==> src/sv/usb_root_hub_request_responder_defines.svh <==
// ----------------------------------------------------------------------------
// usb_root_hub_request_responder_defines.svh
// assertion macros for the root hub responder, empty for synthesis
// ----------------------------------------------------------------------------
`ifndef USB_ROOT_HUB_REQUEST_RESPONDER_DEFINES_SVH
`define USB_ROOT_HUB_REQUEST_RESPONDER_DEFINES_SVH

`ifndef SYNTHESIS
// same-cycle implication
`define RHUB_ASSERT_IMP(lbl, ante, cons, msg) \
    lbl: assert property (@(posedge aclk) disable iff (!aresetn) (ante) |-> (cons)) \
        else $error(msg);
// next-cycle implication
`define RHUB_ASSERT_NXT(lbl, ante, cons, msg) \
    lbl: assert property (@(posedge aclk) disable iff (!aresetn) (ante) |=> (cons)) \
        else $error(msg);
`else
`define RHUB_ASSERT_IMP(lbl, ante, cons, msg)
`define RHUB_ASSERT_NXT(lbl, ante, cons, msg)
`endif

`endif

==> src/sv/rhub_pkg.sv <==
// ----------------------------------------------------------------------------
// rhub_pkg
// types, request codes, descriptor tables and microcode for the root hub
// ----------------------------------------------------------------------------
`default_nettype none

package rhub_pkg;

    // request codes as {bRequest, bmRequestType}
    localparam logic [15:0] REQ_GET_STATUS = 16'h0080;
    localparam logic [15:0] REQ_CLEAR_FEAT = 16'h0100;
    localparam logic [15:0] REQ_SET_FEAT   = 16'h0300;
    localparam logic [15:0] REQ_SET_ADDR   = 16'h0500;
    localparam logic [15:0] REQ_GET_DESC   = 16'h0680;
    localparam logic [15:0] REQ_GET_CONF   = 16'h0880;
    localparam logic [15:0] REQ_SET_CONF   = 16'h0900;
    localparam logic [15:0] RCP_IFACE      = 16'h0001;
    localparam logic [15:0] RCP_EP         = 16'h0002;
    localparam logic [15:0] RCP_OTHER      = 16'h0003;
    localparam logic [15:0] TYP_CLASS      = 16'h0020;

    // feature selectors
    localparam logic [15:0] FEAT_ENABLE    = 16'd1;
    localparam logic [15:0] FEAT_SUSPEND   = 16'd2;
    localparam logic [15:0] FEAT_RESET     = 16'd4;
    localparam logic [15:0] FEAT_POWER     = 16'd8;
    localparam logic [15:0] FEAT_C_CONN    = 16'd16;
    localparam logic [15:0] FEAT_C_ENABLE  = 16'd17;
    localparam logic [15:0] FEAT_C_SUSPEND = 16'd18;
    localparam logic [15:0] FEAT_C_OVERCUR = 16'd19;
    localparam logic [15:0] FEAT_C_RESET   = 16'd20;

    // descriptor types
    localparam logic [7:0] DESC_DEVICE = 8'd1;
    localparam logic [7:0] DESC_CONFIG = 8'd2;
    localparam logic [7:0] DESC_STRING = 8'd3;

    // line states
    localparam logic [1:0] LINE_DISCONN = 2'd0;
    localparam logic [1:0] LINE_LOW     = 2'd1;
    localparam logic [1:0] LINE_FULL    = 2'd2;

    // wPortStatus and wPortChange bits
    localparam logic [9:0] ST_CONN = 10'h001;
    localparam logic [9:0] ST_EN   = 10'h002;
    localparam logic [9:0] ST_SUSP = 10'h004;
    localparam logic [9:0] ST_RST  = 10'h010;
    localparam logic [9:0] ST_PWR  = 10'h100;
    localparam logic [9:0] ST_LS   = 10'h200;
    localparam logic [4:0] CH_CONN = 5'h01;
    localparam logic [4:0] CH_EN   = 5'h02;
    localparam logic [4:0] CH_SUSP = 5'h04;
    localparam logic [4:0] CH_OC   = 5'h08;
    localparam logic [4:0] CH_RST  = 5'h10;

    // reply lengths
    localparam logic [4:0] DEV_LEN  = 5'd18;
    localparam logic [4:0] CONF_LEN = 5'd25;
    localparam logic [4:0] HUB_LEN  = 5'd9;
    localparam logic [4:0] LANG_LEN = 5'd4;

    localparam logic [7:0] DEV_DESC [18] = '{
        8'h12, 8'h01, 8'h10, 8'h01, 8'h09, 8'h00, 8'h00, 8'h08, 8'h00,
        8'h00, 8'h00, 8'h00, 8'h00, 8'h00, 8'h00, 8'h01, 8'h00, 8'h01
    };
    localparam logic [7:0] CONF_DESC [25] = '{
        8'h09, 8'h02, 8'h19, 8'h00, 8'h01, 8'h01, 8'h00, 8'h40, 8'h00,
        8'h09, 8'h04, 8'h00, 8'h00, 8'h01, 8'h09, 8'h00, 8'h00, 8'h00,
        8'h07, 8'h05, 8'h81, 8'h03, 8'h02, 8'h00, 8'hff
    };
    localparam logic [7:0] HUB_DESC [9] = '{
        8'h09, 8'h29, 8'h01, 8'h00, 8'h00, 8'h50, 8'h00, 8'hfc, 8'hff
    };
    localparam logic [7:0] LANG_DESC [4] = '{8'h04, 8'h03, 8'h00, 8'h00};

    typedef enum logic [2:0] {
        SRC_NONE,
        SRC_WORD,
        SRC_DEV,
        SRC_CONF,
        SRC_HUB,
        SRC_LANG
    } src_t;

    typedef enum logic [1:0] {
        STEP_IDLE,
        STEP_DECODE,
        STEP_EMIT
    } step_t;

    typedef enum logic [1:0] {
        COND_ALWAYS,
        COND_IN_BEAT,
        COND_EMIT_DONE
    } cond_t;

    // one control word: strobes, jump condition and jump target
    typedef struct packed {
        logic  in_ready;
        logic  do_decode;
        logic  do_emit;
        cond_t cond;
        step_t target;
    } ctl_t;

    typedef struct packed {
        logic in_beat;
        logic emit_done;
    } seq_stat_t;

    // control store
    function automatic ctl_t ucode(input step_t step);
        ctl_t w;
        w = '{in_ready: 1'b0, do_decode: 1'b0, do_emit: 1'b0,
              cond: COND_ALWAYS, target: STEP_IDLE};
        case (step)
            STEP_IDLE: begin
                w.in_ready = 1'b1;
                w.cond     = COND_IN_BEAT;
                w.target   = STEP_DECODE;
            end
            STEP_DECODE: begin
                w.do_decode = 1'b1;
                w.cond      = COND_ALWAYS;
                w.target    = STEP_EMIT;
            end
            STEP_EMIT: begin
                w.do_emit = 1'b1;
                w.cond    = COND_EMIT_DONE;
                w.target  = STEP_IDLE;
            end
            default: begin
                w.cond   = COND_ALWAYS;
                w.target = STEP_IDLE;
            end
        endcase
        return w;
    endfunction

endpackage

`default_nettype wire

==> src/sv/rhub_seq.sv <==
// ----------------------------------------------------------------------------
// rhub_seq
// step counter and control store; jumps when the step's condition holds
// ----------------------------------------------------------------------------
`default_nettype none

module rhub_seq (
    input  wire logic              aclk,
    input  wire logic              aresetn,
    input  wire rhub_pkg::seq_stat_t stat,
    output rhub_pkg::ctl_t         ctl
);

    rhub_pkg::step_t step_reg;
    rhub_pkg::step_t step_next;
    logic            jump;

    // outputs
    always_comb begin
        ctl = rhub_pkg::ucode(step_reg);
    end

    // next step
    always_comb begin
        case (ctl.cond)
            rhub_pkg::COND_ALWAYS:    jump = 1'b1;
            rhub_pkg::COND_IN_BEAT:   jump = stat.in_beat;
            rhub_pkg::COND_EMIT_DONE: jump = stat.emit_done;
            default:                  jump = 1'b1;
        endcase
        step_next = jump ? ctl.target : step_reg;
    end

    always_ff @(posedge aclk) begin
        if (!aresetn) begin
            step_reg <= rhub_pkg::STEP_IDLE;
        end else begin
            step_reg <= step_next;
        end
    end

endmodule

`default_nettype wire

==> src/sv/usb_root_hub_request_responder.sv <==
// ----------------------------------------------------------------------------
// usb_root_hub_request_responder
// one-port virtual root hub: answers setup requests, tracks port status
//
//   channel   dir   handshake            payload
//   s_        in    s_valid / s_ready    cmd, request, value, length, line
//   m_        out   m_valid / m_ready    one reply byte and its flags
//
// an item passes the sequencer steps idle (takes the beat), decode and emit;
// emit loads the reply beats: n for an n-byte reply (at most 25), one otherwise
// the next item is taken once the last beat of a reply sits in the output
// register; m_ready low holds the sequencer in its emit step
// synchronous active-low reset clears port status, change bits and address
// ----------------------------------------------------------------------------
`default_nettype none

`include "usb_root_hub_request_responder_defines.svh"

module usb_root_hub_request_responder (
    input  wire logic        aclk,
    input  wire logic        aresetn,
    input  wire logic        s_valid,
    output logic             s_ready,
    input  wire logic        s_cmd,
    input  wire logic [7:0]  s_request_type,
    input  wire logic [7:0]  s_request_code,
    input  wire logic [15:0] s_feature_value,
    input  wire logic [15:0] s_host_buffer_length,
    input  wire logic [1:0]  s_line_state,
    output logic             m_valid,
    input  wire logic        m_ready,
    output logic [7:0]       m_data_byte,
    output logic             m_byte_valid,
    output logic             m_last,
    output logic             m_stall_res,
    output logic             m_bus_reset_pulse,
    output logic [6:0]       m_hub_address
);

    rhub_pkg::ctl_t      ctl;
    rhub_pkg::seq_stat_t stat;

    // input beat
    logic        cmd_reg;
    logic [15:0] rq_reg;
    logic [15:0] value_reg;
    logic [15:0] blen_reg;
    logic [1:0]  line_reg;

    // hub state
    logic [9:0] status_reg, status_next;
    logic [4:0] change_reg, change_next;
    logic [6:0] addr_reg, addr_next;

    // reply
    rhub_pkg::src_t src_reg, src_next;
    logic [4:0]     len_reg;
    logic [4:0]     len_next;
    logic [4:0]     eff_len;
    logic           stall_reg, stall_next;
    logic           pulse_reg, pulse_next;
    logic [7:0]     word_reg  [4];
    logic [7:0]     word_next [4];
    logic [4:0]     idx_reg;
    logic [4:0]     idx_inc;
    logic [7:0]     cur_byte;
    logic           cur_valid;
    logic           cur_last;
    logic           load;
    logic           in_beat;

    // output register
    logic       m_valid_reg;
    logic [7:0] m_data_reg;
    logic       m_bvalid_reg;
    logic       m_last_reg;
    logic       m_stall_reg;
    logic       m_pulse_reg;
    logic [6:0] m_addr_reg;

    rhub_seq u_seq (
        .aclk    (aclk),
        .aresetn (aresetn),
        .stat    (stat),
        .ctl     (ctl)
    );

    assign s_ready      = ctl.in_ready;
    assign in_beat      = s_valid && ctl.in_ready;
    assign load         = ctl.do_emit && (!m_valid_reg || m_ready);
    assign idx_inc      = idx_reg + 5'd1;
    assign cur_valid    = !stall_reg && (len_reg != 5'd0);
    assign cur_last     = !cur_valid || (idx_inc == len_reg);
    assign stat.in_beat   = in_beat;
    assign stat.emit_done = load && cur_last;

    always_ff @(posedge aclk) begin
        if (in_beat) begin
            cmd_reg   <= s_cmd;
            rq_reg    <= {s_request_code, s_request_type};
            value_reg <= s_feature_value;
            blen_reg  <= s_host_buffer_length;
            line_reg  <= s_line_state;
        end
    end

    // request decode and state update
    always_comb begin
        status_next = status_reg;
        change_next = change_reg;
        addr_next   = addr_reg;
        src_next    = rhub_pkg::SRC_NONE;
        len_next    = 5'd0;
        stall_next  = 1'b0;
        pulse_next  = 1'b0;
        for (int i = 0; i < 4; i++) begin
            word_next[i] = 8'h00;
        end
        if (cmd_reg) begin
            case (line_reg)
                rhub_pkg::LINE_DISCONN:
                    status_next = status_reg & ~(rhub_pkg::ST_CONN | rhub_pkg::ST_EN);
                rhub_pkg::LINE_LOW:
                    status_next = status_reg | rhub_pkg::ST_CONN | rhub_pkg::ST_LS;
                rhub_pkg::LINE_FULL:
                    status_next = (status_reg | rhub_pkg::ST_CONN) & ~rhub_pkg::ST_LS;
                default: ;
            endcase
            change_next = change_reg | rhub_pkg::CH_CONN;
        end else begin
            case (rq_reg)
                rhub_pkg::REQ_GET_STATUS: begin
                    src_next     = rhub_pkg::SRC_WORD;
                    word_next[0] = 8'h01;
                    len_next     = 5'd2;
                end
                rhub_pkg::REQ_GET_STATUS | rhub_pkg::RCP_IFACE,
                rhub_pkg::REQ_GET_STATUS | rhub_pkg::RCP_EP: begin
                    src_next = rhub_pkg::SRC_WORD;
                    len_next = 5'd2;
                end
                rhub_pkg::REQ_GET_STATUS | rhub_pkg::TYP_CLASS: begin
                    src_next = rhub_pkg::SRC_WORD;
                    len_next = 5'd4;
                end
                rhub_pkg::REQ_GET_STATUS | rhub_pkg::RCP_OTHER | rhub_pkg::TYP_CLASS: begin
                    src_next     = rhub_pkg::SRC_WORD;
                    word_next[0] = status_reg[7:0];
                    word_next[1] = {6'd0, status_reg[9:8]};
                    word_next[2] = {3'd0, change_reg};
                    len_next     = 5'd4;
                end
                rhub_pkg::REQ_CLEAR_FEAT | rhub_pkg::RCP_EP,
                rhub_pkg::REQ_CLEAR_FEAT | rhub_pkg::TYP_CLASS,
                rhub_pkg::REQ_SET_CONF: ;
                rhub_pkg::REQ_CLEAR_FEAT | rhub_pkg::RCP_OTHER | rhub_pkg::TYP_CLASS: begin
                    case (value_reg)
                        rhub_pkg::FEAT_ENABLE:
                            status_next = status_reg & ~rhub_pkg::ST_EN;
                        rhub_pkg::FEAT_SUSPEND:
                            status_next = status_reg & ~rhub_pkg::ST_SUSP;
                        rhub_pkg::FEAT_POWER:
                            status_next = status_reg & ~rhub_pkg::ST_PWR;
                        rhub_pkg::FEAT_C_CONN:
                            change_next = change_reg & ~rhub_pkg::CH_CONN;
                        rhub_pkg::FEAT_C_ENABLE:
                            change_next = change_reg & ~rhub_pkg::CH_EN;
                        rhub_pkg::FEAT_C_SUSPEND:
                            change_next = change_reg & ~rhub_pkg::CH_SUSP;
                        rhub_pkg::FEAT_C_OVERCUR:
                            change_next = change_reg & ~rhub_pkg::CH_OC;
                        rhub_pkg::FEAT_C_RESET:
                            change_next = change_reg & ~rhub_pkg::CH_RST;
                        default: ;
                    endcase
                end
                rhub_pkg::REQ_SET_FEAT | rhub_pkg::RCP_OTHER | rhub_pkg::TYP_CLASS: begin
                    case (value_reg)
                        rhub_pkg::FEAT_SUSPEND:
                            status_next = status_reg | rhub_pkg::ST_SUSP;
                        rhub_pkg::FEAT_RESET: begin
                            pulse_next  = 1'b1;
                            change_next = rhub_pkg::CH_RST;
                            status_next = (status_reg & ~rhub_pkg::ST_RST) | rhub_pkg::ST_EN;
                        end
                        rhub_pkg::FEAT_POWER:
                            status_next = status_reg | rhub_pkg::ST_PWR;
                        rhub_pkg::FEAT_ENABLE:
                            status_next = status_reg | rhub_pkg::ST_EN;
                        default: ;
                    endcase
                end
                rhub_pkg::REQ_SET_ADDR:
                    addr_next = value_reg[6:0];
                rhub_pkg::REQ_GET_DESC: begin
                    case (value_reg[15:8])
                        rhub_pkg::DESC_DEVICE: begin
                            src_next = rhub_pkg::SRC_DEV;
                            len_next = rhub_pkg::DEV_LEN;
                        end
                        rhub_pkg::DESC_CONFIG: begin
                            src_next = rhub_pkg::SRC_CONF;
                            len_next = rhub_pkg::CONF_LEN;
                        end
                        rhub_pkg::DESC_STRING: begin
                            if (value_reg[7:0] == 8'd0) begin
                                src_next = rhub_pkg::SRC_LANG;
                                len_next = rhub_pkg::LANG_LEN;
                            end else begin
                                stall_next = 1'b1;
                            end
                        end
                        default: stall_next = 1'b1;
                    endcase
                end
                rhub_pkg::REQ_GET_DESC | rhub_pkg::TYP_CLASS: begin
                    src_next = rhub_pkg::SRC_HUB;
                    len_next = rhub_pkg::HUB_LEN;
                end
                rhub_pkg::REQ_GET_CONF: begin
                    src_next     = rhub_pkg::SRC_WORD;
                    word_next[0] = 8'h01;
                    len_next     = 5'd1;
                end
                default: stall_next = 1'b1;
            endcase
        end
        // cut to the host buffer
        eff_len = (blen_reg < {11'd0, len_next}) ? blen_reg[4:0] : len_next;
    end

    always_ff @(posedge aclk) begin
        if (!aresetn) begin
            status_reg <= '0;
            change_reg <= '0;
            addr_reg   <= '0;
        end else if (ctl.do_decode) begin
            status_reg <= status_next;
            change_reg <= change_next;
            addr_reg   <= addr_next;
        end
    end

    always_ff @(posedge aclk) begin
        if (ctl.do_decode) begin
            src_reg   <= src_next;
            len_reg   <= eff_len;
            stall_reg <= stall_next;
            pulse_reg <= pulse_next;
            word_reg  <= word_next;
            idx_reg   <= 5'd0;
        end else if (load) begin
            idx_reg <= idx_inc;
        end
    end

    // reply byte fetch
    always_comb begin
        case (src_reg)
            rhub_pkg::SRC_WORD: cur_byte = word_reg[idx_reg[1:0]];
            rhub_pkg::SRC_DEV:  cur_byte = rhub_pkg::DEV_DESC[idx_reg];
            rhub_pkg::SRC_CONF: cur_byte = rhub_pkg::CONF_DESC[idx_reg];
            rhub_pkg::SRC_HUB:  cur_byte = rhub_pkg::HUB_DESC[idx_reg[3:0]];
            rhub_pkg::SRC_LANG: cur_byte = rhub_pkg::LANG_DESC[idx_reg[1:0]];
            default:            cur_byte = 8'h00;
        endcase
    end

    always_ff @(posedge aclk) begin
        if (!aresetn) begin
            m_valid_reg <= 1'b0;
        end else if (load) begin
            m_valid_reg <= 1'b1;
        end else if (m_ready) begin
            m_valid_reg <= 1'b0;
        end
    end

    always_ff @(posedge aclk) begin
        if (load) begin
            m_data_reg   <= cur_valid ? cur_byte : 8'h00;
            m_bvalid_reg <= cur_valid;
            m_last_reg   <= cur_last;
            m_stall_reg  <= stall_reg;
            m_pulse_reg  <= pulse_reg && !stall_reg;
            m_addr_reg   <= addr_reg;
        end
    end

    assign m_valid           = m_valid_reg;
    assign m_data_byte       = m_data_reg;
    assign m_byte_valid      = m_bvalid_reg;
    assign m_last            = m_last_reg;
    assign m_stall_res       = m_stall_reg;
    assign m_bus_reset_pulse = m_pulse_reg;
    assign m_hub_address     = m_addr_reg;

    `RHUB_ASSERT_IMP(a_stall_beat, m_valid && m_stall_res, !m_byte_valid && m_last && !m_bus_reset_pulse, "stall beat carries data")
    `RHUB_ASSERT_NXT(a_one_item, in_beat, !s_ready, "second beat taken before reply")
    `RHUB_ASSERT_IMP(a_idx_range, ctl.do_emit && cur_valid, idx_reg < len_reg, "reply index past length")
    `RHUB_ASSERT_IMP(a_len_max, ctl.do_emit, len_reg <= rhub_pkg::CONF_LEN, "reply longer than any table")

endmodule

`default_nettype wire
==> config.mk <==
export PLATFORM = sky130hd
export DESIGN_NAME = usb_root_hub_request_responder
export DESIGN_NICKNAME = d
export VERILOG_FILES = /design/src/sv/rhub_pkg.sv /design/src/sv/rhub_seq.sv /design/src/sv/usb_root_hub_request_responder.sv
export VERILOG_INCLUDE_DIRS = /design/src /design/src/sv
export SDC_FILE = /design/constraint.sdc
export NUM_CORES = 1
export LEC_CHECK = 0
export BUFFER_PORTS_ARGS = -buffer_cell sky130_fd_sc_hd__buf_2
export CELL_PAD_IN_SITES_DETAIL_PLACEMENT = 0
export CELL_PAD_IN_SITES_GLOBAL_PLACEMENT = 1
export CORE_ASPECT_RATIO = 1.4
export CORE_UTILIZATION = 40
export CTS_CLUSTER_SIZE = 20
export DETAILED_ROUTE_END_ITERATION = 10
export PLACE_DENSITY_LB_ADDON = 0.05
export SETUP_SLACK_MARGIN = 0.5
export SLEW_MARGIN = 20
export SYNTH_ARGS = -nofsm -noshare
export SYNTH_HDL_FRONTEND = slang
export SYNTH_SLANG_ARGS = --single-unit
==> constraint.sdc <==
create_clock -name aclk -period 5.3 [get_ports aclk]
set_clock_uncertainty 0.2 [all_clocks]
set_input_delay 0.795 -clock aclk [delete_from_list [all_inputs] [get_ports aclk]]
set_output_delay 0.795 -clock aclk [all_outputs]
set_load 0.005 [all_outputs]
==> results of run 1 <==
power groups by stage:
| stage | sequential [mW] | clock, mW | combinational (mW) |
|---|---|---|---|
| after detailed placement | 1.07 | 0 | 0.205 |
| after floorplan | 1.04 | 0 | 0.162 |
| after global placement | 1.06 | 0 | 0.204 |
| after CTS | 1.04 | 0.693 | 0.206 |
| after global routing | 1.05 | 0.726 | 0.227 |
| final | 1.04 | 0.669 | 0.204 |
worst reg2reg max path, stage by stage (launching register included):
cell and delay [ns]:
sky130_fd_sc_hd__edfxtp_1 0.39, sky130_fd_sc_hd__nor3_1 0.48, sky130_fd_sc_hd__nand4b_1 0.20, sky130_fd_sc_hd__or4_4 0.56, sky130_fd_sc_hd__a21oi_1 0.20, sky130_fd_sc_hd__inv_1 0.07
sky130_fd_sc_hd__ha_1 0.27, sky130_fd_sc_hd__nand4b_1 0.13, sky130_fd_sc_hd__nor2_1 0.21, sky130_fd_sc_hd__o211ai_1 0.12, sky130_fd_sc_hd__nand3_1 0.21, sky130_fd_sc_hd__mux2_2 0.36
area by class of cell:
type	count	area [sq um]	share of cell area (%)
Clock buffer	9	225	3.73
Clock inverter	7	78.8	1.31
Inverter	18	67.6	1.12
Multi-Input combinational cell	288	2010	33.4
Sequential cell	110	3080	51.1
Tap cell	153	191	3.17
Timing Repair Buffer	75	375	6.22
worst max-delay path by stage:
| stage | from | to | slack [ns] | depth (start not counted) |
|---|---|---|---|---|
| floorplan | rq_reg[5] | len_reg[2] | 2.02 | 11 |
| global placement | value_reg[6] | len_reg[2] | 1.68 | 11 |
| detailed placement | value_reg[5] | len_reg[4] | 1.64 | 11 |
| CTS | value_reg[5] | len_reg[4] | 1.60 | 11 |
| global route | value_reg[6] | len_reg[2] | 1.32 | 11 |
| finish | value_reg[5] | len_reg[4] | 1.64 | 11 |
stage by stage:
step | instances | instance area [sq um] | worst slack, ns
after floorplan | 432 | 5290 | 2.02
after global placement | 644 | 5730 | 1.68
after detailed placement | 644 | 5730 | 1.64
after CTS | 660 | 6030 | 1.60
after global routing | 660 | 6030 | 1.32
final | 660 | 6030 | 1.64
Yosys cell counts, types with 3 or more instances:
cell type                  instances
sky130_fd_sc_hd__mux2_2            5
sky130_fd_sc_hd__nand3_1          14
sky130_fd_sc_hd__ha_1             16
sky130_fd_sc_hd__nor2b_1          14
sky130_fd_sc_hd__clkbuf_1         13
sky130_fd_sc_hd__mux2i_1          17
sky130_fd_sc_hd__nand2b_1          9
sky130_fd_sc_hd__nor3_1           12
sky130_fd_sc_hd__o21ai_0          15
sky130_fd_sc_hd__nand4_1           6
sky130_fd_sc_hd__nor4_4            3
sky130_fd_sc_hd__a21o_1            7
sky130_fd_sc_hd__nand4b_1          7
sky130_fd_sc_hd__a32oi_1           3
sky130_fd_sc_hd__o22ai_1           6
sky130_fd_sc_hd__and2_1            9
sky130_fd_sc_hd__o211ai_1          3
sky130_fd_sc_hd__a31oi_1           4
sky130_fd_sc_hd__edfxtp_1         88
sky130_fd_sc_hd__or3_1             3
sky130_fd_sc_hd__nor2_1           23
sky130_fd_sc_hd__dfxtp_1          22
sky130_fd_sc_hd__a22oi_1           5
sky130_fd_sc_hd__nand2_1          34
sky130_fd_sc_hd__xnor2_1           9
sky130_fd_sc_hd__a21oi_1          20
sky130_fd_sc_hd__nor4_1            7
sky130_fd_sc_hd__inv_1            17
per-layer routing:
metal | up-vias | GRT usage, % | wire, um
li1 | 1755 | - | -
met1 | 1614 | 17.9 | 4310
met2 | 83 | 27.9 | 5590
met3 | 10 | 3.19 | 339
met4 | 0 | 5.73 | 187
met5 | - | 0 | 0
cells by family (layout without fill, tap and decap cells):
family	count (synthesis)	after routing
XOR/XNOR	11	11
other	1	1
AO/OA/AOI/OAI	77	77
adder cells (fa/ha/maj)	16	16
buffers and inverters	34	109
multiplexers	22	22
flip-flops	110	110
AND/OR/NAND/NOR	161	161
==> qor.yml, run 1 <==
final_nets: 573
report.power.total_mw: 1.92
worst_rel_slew_slack_pct: 41.9
numPortBuffers: 75
drive_above_1_share_pct: 22.5
clock_edge_transition_at_the_registers_on_the_reported_setup_and_hold_paths_ns: 0.08
yosys.area_share.xor_xnor_pct: 2.11
first_pass_grt_wire_length_um: 16600
reg_power_share_pct: 54.5
synth_simple_gate_area_share_pct: 18.3
power.density_cell_area_nw_per_um2: 317
holdCritStartpoint: "addr_reg[5]"
drc: 0
leak_nw: 2.26
die_area_sq_um: 13700
dp_hpwl_um: 7720
regToRegSetupSlack_ns: 1.64
max_cap_viol_count: 0
grt_max_degree: 52
grt_setup_unrepaired: "no"
vdd_drop_max_mv: 0.223
critical_path.cell_chain: "nor3_1 -> nand4b_1 -> or4_4 -> a21oi_1 -> inv_1 -> ha_1 -> nand4b_1 -> nor2_1 -> o211ai_1 -> nand3_1 -> mux2_2"
cts_root_buffer: "sky130_fd_sc_hd__clkbuf_16"
timing.critical_path.fanout_max: 4
synth_seq_cells: 110
compound_gate_portion_of_the_synthesized_area_pct: 9.51
criticalPathCategory: "flip-flop to flip-flop"
status: "finished, final reports clean"
synthDistinctLibCells: 61
hold_path_end: "m_hub_address[5]"
critPathSlowestCell: "sky130_fd_sc_hd__or4_4"
track_usage_pct: 15.5
layout.cells.most_common: "sky130_fd_sc_hd__edfxtp_1"
syn-cell-area_sq_um: 5290
min_delay_path_depth: 0
h-tree-depth: 3
maxClockFrequency_ghz: 0.273
shortest_clock_period_the_worst_path_allows_after_layout_ns: 3.66
clkLatencyLatePin_ns: 0.34
drt_pre_antenna_iters: 5
synthesis.instances: 432
yosys_warnings: 0
post_cts_hold_buffer_count: 0
cts.sink_count: 110
timing.hold.worst.class: "flip-flop to flip-flop"
clock_power_share_pct: 34.9
timing_hold_violations_final: 0
most-common-layout-cells: "sky130_fd_sc_hd__edfxtp_1, sky130_fd_sc_hd__buf_2, sky130_fd_sc_hd__nand2_1, sky130_fd_sc_hd__nor2_1, sky130_fd_sc_hd__dfxtp_1"
synth_flop_cell: "sky130_fd_sc_hd__edfxtp_1"
worstReg2RegStart: "value_reg[5]"
cts_tree: "yes"
die-height_um: 138
number_of_antenna_violations_at_the_first_check_in_global_routing: 0
hold_slack_ns: 0.234
floorplan.initialDensity_pct: 41.1
antenna_cells_inserted: 0
die_w_um: 99.2
synth_top_area_share_pct: 50.0
netSwitchingFraction_pct: 26.1
cpPeakStageDelay_ns: 0.56
initialDrtViolationCount: 167
postSynthNetCount: 503
async_flop_share_pct: 0
wl_per_cell_um: 15.8
post_route_setup_tns_ns: 0
floorplan.core_area_sq_um: 12900
timing.critical_path.buf_inv: 1
main_combinational_cell_family_by_area_after_synthesis: "simple AND/OR/NAND/NOR gates"
synthesis.area_per_instance_sq_um: 12.2
tightest_slew_ns: 0.870
setup_viol: 0
synth.top_cells.by_area: "sky130_fd_sc_hd__edfxtp_1, sky130_fd_sc_hd__dfxtp_1, sky130_fd_sc_hd__ha_1, sky130_fd_sc_hd__mux2i_1, sky130_fd_sc_hd__nand2_1"
netlist.top_cell.by_area: "sky130_fd_sc_hd__edfxtp_1"
internal_power_mw: 1.42
cts.path.max_buffers: 2
crit_required_ns: 5.20
crit-reg2reg-capture: "len_reg[4]"
floorplan.io_pins: 76
r2r_cells: 11
detail-route-antenna-nets: 0
worstPathArrival_ns: 3.56
worstSetupEndpointType: "flip-flop"
tritoncts.num_buffers: 9
timing.critical_path.from_type: "flip-flop"
grt_pass1_vias: 3342
netSwitchingPower_mw: 0.500
vias: 3462
areaGrowthSynthToFinish_pct: 14.2
timing.critical_path.max_delay_family: "simple AND/OR/NAND/NOR gates"
cp_common_cell: "sky130_fd_sc_hd__nand4b_1"
drt-vias-per-instance: 5.25
gpl.final_weighted_congestion: 0.833
cts_setup_buffers: 0
fillerInstances: 1190
synth.mux.area_fraction_pct: 4.28
finalCritPeriodShare_pct: 69.0
final_util_pct: 46.9
floorplan.rows: 49
synth_edf_count: 88
routed_wirelength_um: 10400
grt_residual_overflow: 0
post_cts_resize_count: 0
pwr-share-comb_pct: 10.6
post_synthesis_share_of_cell_area_spent_on_full_adders_half_adders_and_majority_gates_pct: 3.79
seq_area_frac_synth_pct: 58.3
finalMaxSlewViolations: 0
Note: power is estimated with default switching activity, not from simulation.
==> run 2: changes to the inputs <==
Clock period 5.3 ns to 3.1 ns, I/O delays scaled along.
==> run 2 against run 1 <==
Compared with the run above:
- the run now ends with setup timing left
- power rose by 74%
- largest cell class unchanged
- largest power group unchanged
- routed wire length rose by 6.6%
- sequential power rose by 69%
==> qor.yml, run 2 (synthesis gave the netlist of run 1 again) <==
hold_slack_ns: 0.0839
detail-route-antenna-nets: 0
floorplan.initialDensity_pct: 41.1
shortest_clock_period_the_worst_path_allows_after_layout_ns: 3.20
finalCritPeriodShare_pct: 103
maxClockFrequency_ghz: 0.312
track_usage_pct: 16.8
initialDrtViolationCount: 199
cts.sink_count: 110
stdcell_area_sq_um: 6430
layout.cells.most_common: "sky130_fd_sc_hd__edfxtp_1"
gpl.final_weighted_congestion: 0.886
post_route_insts_no_fill: 698
worstSetupEndpointType: "flip-flop"
timing.hold.worst.class: "primary input to flip-flop"
floorplan.core_area_sq_um: 12900
tightest_slew_ns: 0.702
drt-vias-per-instance: 5.23
timing.critical_path.fanout_max: 3
floorplan.io_pins: 76
grt_pass1_vias: 3617
die-height_um: 138
post_route_setup_tns_ns: -0.289
final_util_pct: 50.0
grt_max_degree: 52
crit_required_ns: 3.00
vdd_drop_max_mv: 0.290
tritoncts.num_buffers: 9
timing.critical_path.from_type: "flip-flop"
clock_edge_transition_at_the_registers_on_the_reported_setup_and_hold_paths_ns: 0.08
wl_per_cell_um: 15.9
layout_setup_ws_ns: -0.101
drt_pre_antenna_iters: 4
drc: 0
max_cap_viol_count: 0
status: "finished, violations left"
power.density_cell_area_nw_per_um2: 517
drive_above_1_share_pct: 30.6
cts_tree: "yes"
die_w_um: 99.2
report.power.total_mw: 3.33
worst_rel_slew_slack_pct: 53.1
h-tree-depth: 3
antenna_cells_inserted: 0
detailed_place.area_sq_um: 6020
vias: 3652
routed_wirelength_um: 11100
numPortBuffers: 75
number_of_antenna_violations_at_the_first_check_in_global_routing: 0
worstPathArrival_ns: 3.11
setup_viol: 4
post-place-ws_ns: -0.239
most-common-layout-cells: "sky130_fd_sc_hd__edfxtp_1, sky130_fd_sc_hd__buf_2, sky130_fd_sc_hd__buf_4, sky130_fd_sc_hd__nand2_1, sky130_fd_sc_hd__dfxtp_1"
dp_hpwl_um: 8330
finalMaxSlewViolations: 0
leak_nw: 2.47
grt_residual_overflow: 0
first_pass_grt_wire_length_um: 17700
die_area_sq_um: 13700
final_nets: 611
floorplan.rows: 49
grt_setup_unrepaired: "yes"
violations: "setup timing"
areaGrowthSynthToFinish_pct: 21.7
cts_root_buffer: "sky130_fd_sc_hd__clkbuf_16"
criticalPathCategory: "flip-flop to flip-flop"
place.detailed.instances: 678
cts.path.max_buffers: 2
timing_hold_violations_final: 0
clkLatencyLatePin_ns: 0.35
[run 2: area by class of cell]
cell class / count / area (sq um)
clock buffer: 9 / 225
multi-input combinational: 288 / 2120
timing repair buffer: 113 / 664
sequential: 110 / 3080
fill: 1179 / 6440
inverter: 18 / 67.6
clock inverter: 7 / 76.3
tap: 153 / 191
[run 2: timing repair]
action / 4_1_cts / 5_1_grt
pin swaps: 9 / 10
buffers inserted: 2 / 2
cloned: 0 / 0
hold buffers: 0 / 0
endpoints found under the setup margin: 5 / 12
resized for setup: 9 / 7
[run 2: worst max-delay path: stages (launching register included)]
cell                       delay, ns
sky130_fd_sc_hd__edfxtp_1       0.46
sky130_fd_sc_hd__nor4b_4        0.34
sky130_fd_sc_hd__nand2_2        0.11
sky130_fd_sc_hd__or4_4          0.55
sky130_fd_sc_hd__a21oi_4        0.16
sky130_fd_sc_hd__inv_1          0.06
sky130_fd_sc_hd__ha_1           0.26
sky130_fd_sc_hd__nand4b_1       0.12
sky130_fd_sc_hd__nor2_2         0.15
sky130_fd_sc_hd__o211ai_1       0.12
sky130_fd_sc_hd__nand3_2        0.13
sky130_fd_sc_hd__mux2_4         0.30
[run 2: report_power, final]
group	leakage [nW]	switching, mW	internal, mW
clock	0.148	0.573	0.573
combinational	1.30	0.227	0.194
sequential	1.03	0.0749	1.69
[run 2: worst paths after layout]
kind                                         start          endpoint  slack (ns)  depth (start not counted)
worst max-delay path                     rq_reg[6]        len_reg[4]       -0.10                         11
worst min-delay path            s_feature_value[6]      value_reg[6]        0.08                          1
worst max register to register           rq_reg[6]        len_reg[4]       -0.10                         11
worst min register to register         addr_reg[2]  m_hub_address[2]        0.24                          0
[run 2: per-layer routing]
| layer | global-route usage (%) | vias to the layer above | wire length [um] | part of all wire (%) |
|---|---|---|---|---|
| met5 | 0 | - | 0 | 0 |
| met4 | 6.50 | 0 | 249 | 2.2 |
| met3 | 3.29 | 16 | 359 | 3.2 |
| met2 | 31.1 | 84 | 6030 | 54 |
| met1 | 18.8 | 1721 | 4480 | 40 |
| li1 | - | 1831 | - | - |
==> run 3: changes to the inputs <==
--- a/config.mk
+++ b/config.mk
@@ -7,4 +7,5 @@
 export NUM_CORES = 1
 export LEC_CHECK = 0
+export ABC_AREA = 1
 export BUFFER_PORTS_ARGS = -buffer_cell sky130_fd_sc_hd__buf_2
 export CELL_PAD_IN_SITES_DETAIL_PLACEMENT = 0
==> constraint.sdc (replaced) <==
create_clock -name aclk -period 3.1 [get_ports aclk]
set_clock_uncertainty 0.2 [all_clocks]
set_input_delay 0.155 -clock aclk [delete_from_list [all_inputs] [get_ports aclk]]
set_output_delay 0.155 -clock aclk [all_outputs]
set_load 0.005 [all_outputs]
==> run 3 against run 2 <==
Compared with the run above:
- die area is 0.26% higher
- sequential power hardly changed
- the flow now finishes without violations
- critical path depth is 7 higher
- cell count is 22% higher
- sequential cell count stayed put
- clock power is 4% higher
- global-route usage is 1.4 points higher
- maximum frequency is 18% higher
- synthesized area is 0.26% higher
==> qor.yml, run 3 <==
netlist_top_cells_count: "sky130_fd_sc_hd__edfxtp_1, sky130_fd_sc_hd__nand2_1, sky130_fd_sc_hd__nor2_1, sky130_fd_sc_hd__inv_1, sky130_fd_sc_hd__nand3_1"
grt_pass1_vias: 4100
grt_setup_unrepaired: "yes"
cts.path.max_buffers: 2
timing.critical_path.from_type: "flip-flop"
finalMaxSlewViolations: 0
timing.critical_path.fanout_max: 6
drt-vias-per-instance: 4.98
holdCritStartpoint: "addr_reg[1]"
yosysMostFrequentCell: "sky130_fd_sc_hd__edfxtp_1"
antenna_cells_inserted: 0
report.power.total_mw: 3.57
clock_edge_transition_at_the_registers_on_the_reported_setup_and_hold_paths_ns: 0.07
pwr-share-comb_pct: 16.3
initialDrtViolationCount: 154
final_nets: 767
vias: 4256
drc: 0
die-height_um: 138
layout.cells.most_common: "sky130_fd_sc_hd__edfxtp_1"
reg_power_share_pct: 50.2
crit-reg2reg-capture: "len_reg[3]"
most-common-layout-cells: "sky130_fd_sc_hd__edfxtp_1, sky130_fd_sc_hd__buf_2, sky130_fd_sc_hd__nand2_1, sky130_fd_sc_hd__inv_1, sky130_fd_sc_hd__nor2_1"
vdd_drop_max_mv: 0.255
number_of_antenna_violations_at_the_first_check_in_global_routing: 0
synth_seq_cells: 110
cts_root_buffer: "sky130_fd_sc_hd__clkbuf_16"
cpPeakStageDelay_ns: 0.41
worstReg2RegStart: "rq_reg[3]"
synthDistinctLibCells: 46
timing.hold.worst.class: "flip-flop to flip-flop"
floorplan.io_pins: 76
synthesis.area_per_instance_sq_um: 9.89
dp_hpwl_um: 8420
worstPathArrival_ns: 2.61
synth_top_area_share_pct: 49.9
post_route_setup_tns_ns: 0
numPortBuffers: 75
grt_max_degree: 52
criticalPathCategory: "flip-flop to flip-flop"
internal_power_mw: 2.60
drt_pre_antenna_iters: 5
hold_path_end: "m_hub_address[1]"
routed_wirelength_um: 11900
hold_slack_ns: 0.236
netlist.top_cell.by_area: "sky130_fd_sc_hd__edfxtp_1"
netSwitchingFraction_pct: 27.2
floorplan.initialDensity_pct: 41.2
gpl.final_weighted_congestion: 0.891
grt_residual_overflow: 0
layout_setup_ws_ns: 0.383
syn-cell-area_sq_um: 5300
regToRegSetupSlack_ns: 0.38
wl_per_cell_um: 13.9
die_area_sq_um: 13700
synth.top_cells.by_area: "sky130_fd_sc_hd__edfxtp_1, sky130_fd_sc_hd__dfxtp_1, sky130_fd_sc_hd__nand2_1, sky130_fd_sc_hd__nor2_1, sky130_fd_sc_hd__inv_1"
cts_tree: "yes"
final_util_pct: 55.0
power.density_cell_area_nw_per_um2: 504
cts.sink_count: 110
max_cap_viol_count: 0
fillerInstances: 1149
timing_hold_violations_final: 0
synth_flop_cell: "sky130_fd_sc_hd__edfxtp_1"
first_pass_grt_wire_length_um: 19500
seq_area_frac_synth_pct: 58.2
tritoncts.num_buffers: 9
maxClockFrequency_ghz: 0.368
leak_nw: 2.89
setup_viol: 0
synthesis.instances: 536
yosys_warnings: 0
post-place-ws_ns: 0.248
floorplan.rows: 49
detail-route-antenna-nets: 0
status: "finished, final reports clean"
shortest_clock_period_the_worst_path_allows_after_layout_ns: 2.72
netSwitchingPower_mw: 0.970
cp_common_cell: "sky130_fd_sc_hd__nand2_2"
synth_edf_count: 88
areaGrowthSynthToFinish_pct: 33.6
tightest_slew_ns: 0.844
floorplan.core_area_sq_um: 12900
worst_rel_slew_slack_pct: 43.7
r2r_cells: 18
crit_required_ns: 3.00
clock_power_share_pct: 33.5
postSynthNetCount: 607
worstSetupEndpointType: "flip-flop"
drive_above_1_share_pct: 28.2
async_flop_share_pct: 0
critPathSlowestCell: "sky130_fd_sc_hd__edfxtp_1"
die_w_um: 99.3
clkLatencyLatePin_ns: 0.35
critical_path.cell_chain: "nor2_4 -> nand2_4 -> nor2_4 -> nand2_2 -> nand2_2 -> nor2_2 -> nand3_1 -> nand2_2 -> nor2_4 -> inv_2 -> ha_4 -> nand2_2 -> inv_1 -> nand2_1 -> nand2_2 -> nand2_4 -> nand3_1 -> nand2_1"
finalCritPeriodShare_pct: 87.7
track_usage_pct: 18.2
min_delay_path_depth: 0
h-tree-depth: 3
-- run 3: power by group through the flow --
stage | clock (mW) | combinational (mW) | sequential (mW)
2_1_floorplan | 0 | 0.352 | 1.79
3_3_place_gp | 0 | 0.507 | 1.82
3_5_place_dp | 0 | 0.502 | 1.82
4_1_cts | 1.22 | 0.571 | 1.79
5_1_grt | 1.28 | 0.647 | 1.80
6_report | 1.20 | 0.581 | 1.79
-- run 3: kinds of logic after synthesis --
family | after synthesis | share of synthesized area (%)
AOI/OAI and AO/OA | 73 | 8.50
xor gates and xnor gates | 7 | 1.16
adders and majority gates | 16 | 3.78
buffers and inverters | 86 | 6.26
DFF | 110 | 58.2
muxes | 1 | 0.189
other | 1 | 0.0708
and+or+nand+nor | 242 | 21.9
-- run 3: worst max path at each step --
stage	cells after the start	from	slack, ns	end
6_report	18	rq_reg[3]	0.38	len_reg[3]
5_1_grt	19	rq_reg[3]	0.21	len_reg[0]
4_1_cts	19	rq_reg[2]	0.41	len_reg[3]
3_5_place_dp	14	rq_reg[0]	0.25	len_reg[0]
3_3_place_gp	17	rq_reg[9]	0.33	len_reg[1]
2_1_floorplan	17	rq_reg[0]	0.56	len_reg[1]
-- run 3: area by class of cell --
| cell class | count | area [sq um] | share of cell area (%) |
|---|---|---|---|
| flip-flops and latches | 110 | 3080 | 43.6 |
| multi-input cells | 340 | 2080 | 29.4 |
| repair buffers | 156 | 1120 | 15.8 |
| inverters | 79 | 298 | 4.21 |
| clock buffers | 11 | 243 | 3.43 |
| well taps | 153 | 191 | 2.70 |
| clock inverters | 5 | 65.1 | 0.919 |
-- run 3: repair_timing --
item                                    in CTS  in global routing
hold buffers                                54                  0
resized for setup                           23                 29
endpoints found under the setup margin       5                  6
pin swaps                                    9                 19
buffers inserted                            14                  7
hold endpoints to repair                    57                  0
-- run 3: per-layer routing --
layer,global-route usage [%],vias up,routed length (um)
met5,0,-,0
met4,7.28,0,296
met3,3.08,22,446
met2,32.6,114,6130
met1,21.3,1961,5000
li1,-,2159,-
-- run 3: per-stage QoR --
step,std cells,cell area (sq um)
finish,854,7080
global route,854,7080
CTS,847,6910
detailed placement,763,5880
global placement,763,5880
floorplan,536,5300
-- run 3: critical path, delay by kind of cell (launching register included) --
family        cells  cell delay (ns)
simple gates     15             1.47
flops             1             0.41
fa+ha+maj         1             0.27
buf+inv           2             0.10
